**src/cc20ox_ram.sv**
```systemverilog
// Generic single-write, single-read synchronous RAM with a registered read port.
`timescale 1ns / 1ps
`default_nettype none

module cc20ox_ram #(
  parameter int WIDTH = 64,
  parameter int DEPTH = 8
) (
  input  wire logic                     clk,
  input  wire logic                     we,
  input  wire logic [$clog2(DEPTH)-1:0] waddr,
  input  wire logic [WIDTH-1:0]         wdata,
  input  wire logic                     re,
  input  wire logic [$clog2(DEPTH)-1:0] raddr,
  output      logic [WIDTH-1:0]         rdata
);

  logic [WIDTH-1:0] mem [DEPTH];

  always_ff @(posedge clk) begin
    if (we) begin
      mem[waddr] <= wdata;
    end
    if (re) begin
      rdata <= mem[raddr];
    end
  end

endmodule

`default_nettype wire
```
**config.mk**
```make
export PLATFORM = sky130hd
export DESIGN_NAME = cc20ox_ram
export DESIGN_NICKNAME = d
export VERILOG_FILES = /design/src/cc20ox_ram.sv
export SDC_FILE = /design/constraint.sdc
export NUM_CORES = 1
export LEC_CHECK = 0
export ABC_AREA = 1
export BUFFER_PORTS_ARGS = -buffer_cell sky130_fd_sc_hd__buf_2
export CAP_MARGIN = 5
export CORE_MARGIN = 4
export CORE_UTILIZATION = 40
export DETAILED_ROUTE_END_ITERATION = 8
export GPL_ROUTABILITY_DRIVEN = 0
export SLEW_MARGIN = 40
export SYNTH_ARGS = -nofsm -noshare
export SYNTH_HDL_FRONTEND = slang
export SYNTH_SLANG_ARGS = --single-unit
```
**constraint.sdc**
```tcl
create_clock -name clk -period 6.4 [get_ports clk]
set_clock_uncertainty 0.15 [all_clocks]
set_input_delay 0 -clock clk [delete_from_list [all_inputs] [get_ports clk]]
set_output_delay 0 -clock clk [all_outputs]
set_load 0.01 [all_outputs]
```
==> results of run 1 <==
[critical path: stages]
cell	delay, ps
sky130_fd_sc_hd__dlygate4sd3_1	540
sky130_fd_sc_hd__buf_4	310
sky130_fd_sc_hd__inv_6	530
sky130_fd_sc_hd__buf_4	750
sky130_fd_sc_hd__nand3_1	160
sky130_fd_sc_hd__nand2_1	80
sky130_fd_sc_hd__dlygate4sd3_1	550
sky130_fd_sc_hd__nand2_1	50
sky130_fd_sc_hd__nand2_1	80
sky130_fd_sc_hd__dlygate4sd3_1	540
[cells by family after synthesis]
group,count (synthesis),synth area share [%]
DFF,576,71.2
and+or+nand+nor,1102,18.3
buffers and inverters,616,10.5
[per-layer routing]
metal	vias up	GRT usage, %	share of wire, %
met5	-	0	0.049
met4	4	5.83	2.8
met3	106	2.54	5.3
met2	381	28.8	48
met1	7469	22.7	44
li1	7576	-	-
[power by group]
part | switching, W | internal [W] | total, W | leakage, nW
combinational | 0.000375 | 0.000177 | 0.000552 | 6.53
sequential | 0.0000409 | 0.00431 | 0.00435 | 5.29
clock | 0.00140 | 0.00193 | 0.00333 | 0.900
[per-stage QoR]
stage / setup WS [ps] / utilization [%] / area [sq um] / instances / hold slack, ps
2_1_floorplan: 2950 / - / 24300 / 2294 / -51.1
3_3_place_gp: 3780 / 42.5 / 25600 / 3138 / 112
3_5_place_dp: 3710 / 42.6 / 25700 / 3141 / 121
4_1_cts: 3080 / 46.9 / 28300 / 3321 / 6.28
5_1_grt: 2890 / 47.0 / 28300 / 3324 / 32.8
6_report: 3020 / 47.0 / 28300 / 3324 / 36.5
[synthesized netlist by cell type]
library cell	n
sky130_fd_sc_hd__buf_1	4
sky130_fd_sc_hd__buf_2	54
sky130_fd_sc_hd__buf_4	18
sky130_fd_sc_hd__buf_6	13
sky130_fd_sc_hd__clkbuf_1	9
sky130_fd_sc_hd__edfxtp_1	576
sky130_fd_sc_hd__inv_1	516
sky130_fd_sc_hd__inv_2	2
sky130_fd_sc_hd__nand2_1	838
sky130_fd_sc_hd__nand3_1	256
sky130_fd_sc_hd__nor2_1	8
[registers in the layout, summed over array words and instances, names as in the netlist]
register and flops:
rdata 64, mem 512
[final cells by class]
cell class / count / share of cell area, %
clock inverter: 34 / 1.18
antenna: 3 / 0.0265
clock buffer: 73 / 5.40
multi-input combinational: 1102 / 16.0
timing repair buffer: 236 / 5.92
tap: 782 / 3.46
inverter: 518 / 6.92
sequential: 576 / 61.1
[worst max path at each step]
stage / endpoint / depth (start not counted)
2_1_floorplan: mem[0][0] / 3
3_3_place_gp: mem[0][7] / 5
3_5_place_dp: rdata[53] / 8
4_1_cts: rdata[18] / 10
5_1_grt: rdata[18] / 10
6_report: rdata[18] / 10
[what timing repair did]
item,CTS,global route
hold buffers,73,0
endpoints found under the hold margin,608,0
gates resized for setup,0,0
==> flow_metrics.tcl, run 1 <==
set metrics [dict create \
    synth_top_area_cell "sky130_fd_sc_hd__edfxtp_1" \
    grt_pass1_wl_mm 84.7 \
    largest_net_degree_at_the_start_of_global_routing 103 \
    buffer_ports.inserted 136 \
    timing.final.crit_share_pct 52.8 \
    route.detailed.vias_per_inst 4.67 \
    grt_use_total_pct 17.0 \
    first_pass_iters 5 \
    crit_required_ps 6730 \
    postRouteAntennaNets 0 \
    deepest_clock_path_buffer_count 3 \
    syn_to_final_growth_pct 16.4 \
    routed_wire_length_per_instance_microns 16.7 \
    die_h_microns 254 \
    io_pins 137 \
    detailedPlacementHpwl_mm 28.9 \
    placement_rows 90 \
    timing.setup.critical_path_class "in2reg" \
    htreeDepth 2 \
    rsz0062_at_grt "no" \
    run_status "finished, final reports clean" \
    clock_tree_from_tritoncts "done" \
    netlist_instances 2294 \
    yosys_warnings 0 \
    gr-total-overflow 0 \
    antenna_violations_before_repair 5 \
    tmin_final_ps 3380 \
    post-route-drc-count 0 \
    mappedNetlistArea_sq_um 24300 \
    r2r-start "mem[4][18]" \
    timing.fmax_ghz 0.296 \
    cts.root.buffer_cell "sky130_fd_sc_hd__clkbuf_16" \
    power.leakage_nw 12.7 \
    fin_nets 2565 \
    cts_setup_buffers 0 \
    clkSlewWorstSetupHoldPaths_ps 60 \
    via_count_of_the_first_global_routing_pass 15000 \
    synth_seq_cells 576 \
    final_common_cell "sky130_fd_sc_hd__nand2_1" \
    clk-insertion-delay-late_ps 610 \
    post_synth_num_cell_types 11 \
    min_path_type "in2reg" \
    worst_ep_arrival_time_ps 3710 \
    maxSlewViolCount 0 \
    min_to "mem[3][36]" \
    area_contributors_post_synth "sky130_fd_sc_hd__edfxtp_1 71%, sky130_fd_sc_hd__nand2_1 13%, sky130_fd_sc_hd__inv_1 8.0%" \
    cp_max_fo 67 \
    register_area_sq_um 17300 \
    layout-drive-gt1-share_pct 10.2 \
    totalNegativeSetupSlack_ps 0 \
    drt_first_iter_violations 1226 \
    wl_mm 55.5 \
    start_util_pct 40.3 \
    final_count_of_negative_setup_slack_endpoints 0 \
    hold_viol 0 \
    critical_path.endpoint_type "register" \
    syn-num-nets 2367 \
    commonest_cells_after_routing_fill_and_taps_aside "838 x sky130_fd_sc_hd__nand2_1, 576 x sky130_fd_sc_hd__edfxtp_1, 515 x sky130_fd_sc_hd__inv_1" \
    setup.worst_path.start "raddr[1]" \
    multiInputGateArea_sq_um 4520 \
    worstMarginPinSlew_ps 850 \
    timing.reg2reg.setup_slack_ps 4160 \
    cts_made_buffers 58 \
    die_w_microns 254 \
    synth-seq-area-share_pct 71.2 \
    filler_cell_count 5368 \
    vdd_ir_drop_max_mv 0.200 \
    start_kind "input pin" \
    rr_endpoint "rdata[18]" \
    power.density_cell_area_nw_per_um2 291 \
    die_outline_area_sq_um 64800 \
    fp.coreArea_sq_um 60200 \
    maxCapViolations 0 \
    clock_sink_total 576 \
    syn-mean-instance-area_sq_um 10.6 \
    p_total_w 0.00823 \
    reg2reg_depth 8 \
    route.vias.total 15500 \
    area_fraction_of_the_dominant_cell_type_after_synthesis_pct 71.2 \
    worstHoldStart "waddr[0]" \
    max-slew-margin-rel_pct 43.3 \
    hold-path-cell-count 3 \
]
(Power assumes the default switching activity.)
==> run 2, diff against run 1 <==
clock period = 2.9 ns   (was 6.4 ns; I/O delays follow)
==> flow_metrics.tcl, run 2 (synthesized netlist as in run 1, its figures left out) <==
set metrics [dict create \
    power.density_cell_area_nw_per_um2 633 \
    worstMarginPinSlew_ps 762 \
    clk-insertion-delay-late_ps 610 \
    final_common_cell "sky130_fd_sc_hd__nand2_1" \
    crit_required_ps 3040 \
    detailedPlacementHpwl_mm 28.3 \
    postRouteAntennaNets 0 \
    timing.critical_path.slowest_stage_cell "sky130_fd_sc_hd__dlygate4sd3_1" \
    timing.reg2reg.setup_slack_ps 1210 \
    post-place-cells 3143 \
    clock_sink_total 576 \
    layout-drive-gt1-share_pct 10.1 \
    timing.setup.critical_path_class "in2reg" \
    rr_endpoint "rdata[23]" \
    worst_ep_arrival_time_ps 2240 \
    grt_use_total_pct 17.0 \
    die_w_microns 254 \
    most_flop_heavy_register "mem" \
    final_count_of_negative_setup_slack_endpoints 0 \
    fp.coreArea_sq_um 60200 \
    clkSlewWorstSetupHoldPaths_ps 60 \
    cts_made_buffers 56 \
    reg2reg_depth 7 \
    critical_path.endpoint_type "register" \
    power.leakage_nw 12.7 \
    buffer_ports.inserted 136 \
    clock_tree_from_tritoncts "done" \
    deepest_clock_path_buffer_count 3 \
    finish.cell_count_without_fillers 3323 \
    largest_net_degree_at_the_start_of_global_routing 185 \
    path_buf_inv 5 \
    die_h_microns 254 \
    io_pins 137 \
    post-route-drc-count 0 \
    gr-total-overflow 0 \
    drt_first_iter_violations 1066 \
    min_to "mem[2][3]" \
    die_outline_area_sq_um 64800 \
    route.detailed.vias_per_inst 4.60 \
    start_util_pct 40.3 \
    rsz0062_at_grt "no" \
    fin_nets 2565 \
    critical_path.cell_chain "dlygate4sd3_1 > buf_2 > inv_1 > nand2_1 > dlygate4sd3_1 > nor2_4 > buf_12" \
    timing.final.crit_share_pct 72.7 \
    cp_max_fo 31 \
    hold_ws_ps 44.8 \
    syn_to_final_growth_pct 16.7 \
    tmin_final_ps 2110 \
    via_count_of_the_first_global_routing_pass 14700 \
    critPathMostFrequentCell "sky130_fd_sc_hd__dlygate4sd3_1" \
    largest_register_ff_count 512 \
    hold_viol 0 \
    maxSlewViolCount 0 \
    timing.fmax_ghz 0.475 \
    wl_mm 55.4 \
    min_path_type "in2reg" \
    route.vias.total 15300 \
    routed_wire_length_per_instance_microns 16.7 \
    grt_pass1_wl_mm 85.2 \
    run_status "finished, final reports clean" \
    hold-path-cell-count 2 \
    r2r-start "mem[7][23]" \
    max-slew-margin-rel_pct 49.2 \
    worstHoldStart "wdata[3]" \
    commonest_cells_after_routing_fill_and_taps_aside "838 x sky130_fd_sc_hd__nand2_1, 576 x sky130_fd_sc_hd__edfxtp_1, 515 x sky130_fd_sc_hd__inv_1" \
    antenna_violations_before_repair 4 \
    first_pass_iters 5 \
    maxCapViolations 0 \
    start_kind "input pin" \
    placement_rows 90 \
    timing.critical_path.max_delay_family "buffers and inverters" \
    reg_top3 "mem: 512 flops, rdata: 64 flops" \
    worst_path_largest_cell_delay_ps 650 \
    layout.core_utilization_pct 47.1 \
    setup.worst_path.start "waddr[1]" \
    htreeDepth 2 \
    vdd_ir_drop_max_mv 0.450 \
    cts.root.buffer_cell "sky130_fd_sc_hd__clkbuf_16" \
]
[run 2: cell types whose count changed in the layout (fill, tap and decap cells not counted), sizes merged]
cell         change
clkbuf           -8
dlygate4sd3      -2
inv              +1
clkinv          +10
buf              +4
clkinvlp         -5
bufinv           -1
[run 2: metal layers]
metal | share of wire [%] | global-route usage, % | vias to the layer above
met3 | 5.6 | 2.90 | 78
met5 | 0.022 | 0 | -
met2 | 47 | 28.1 | 376
li1 | - | - | 7565
met4 | 1.9 | 3.98 | 2
met1 | 45 | 23.9 | 7262
[run 2: what timing repair did]
action                                 CTS  global route
hold buffers                            71             0
buffers inserted                         0             0
resized for setup                        0             0
endpoints found under the hold margin  625             0
[run 2: where the power goes]
part,internal (W),switching [W]
clock network,0.00402,0.00306
registers,0.00951,0.0000890
logic,0.000412,0.000840
total,0.0139,0.00399
[run 2: per-stage QoR]
step / instance area (sq um) / worst slack [ps] / power (W) / TNS, ps
floorplan: 24300 / -554 / 0.0105 / -209500
global placement: 25800 / 1160 / 0.0109 / 0
finish: 28300 / 793 / 0.0179 / 0
detailed placement: 25800 / 1160 / 0.0110 / 0
CTS: 28300 / 794 / 0.0181 / 0
global route: 28300 / 739 / 0.0186 / 0
[run 2: worst max-delay path by stage]
stage	to	slack [ps]	cells past startpoint
after floorplan	mem[0][0]	-550	3
after global placement	mem[1][29]	1160	4
after detailed placement	mem[1][29]	1160	4
after CTS	rdata[23]	790	9
after global routing	mem[5][11]	740	7
final	mem[5][11]	790	7
[run 2: area by class of cell]
type	count	area, sq um
Clock buffer	65	1460
Sequential cell	576	17300
Timing Repair Buffer	238	1830
Clock inverter	39	312
Inverter	518	1950
Fill cell	5369	31900
Tap cell	782	978
Multi-Input combinational cell	1102	4520
Antenna cell	3	7.51
[run 2: worst register-to-register path, delay by kind of cell (launching register included)]
family | cells | cell delay, ps
DFF | 1 | 360
buffers and inverters | 2 | 610
and+or+nand+nor | 5 | 310
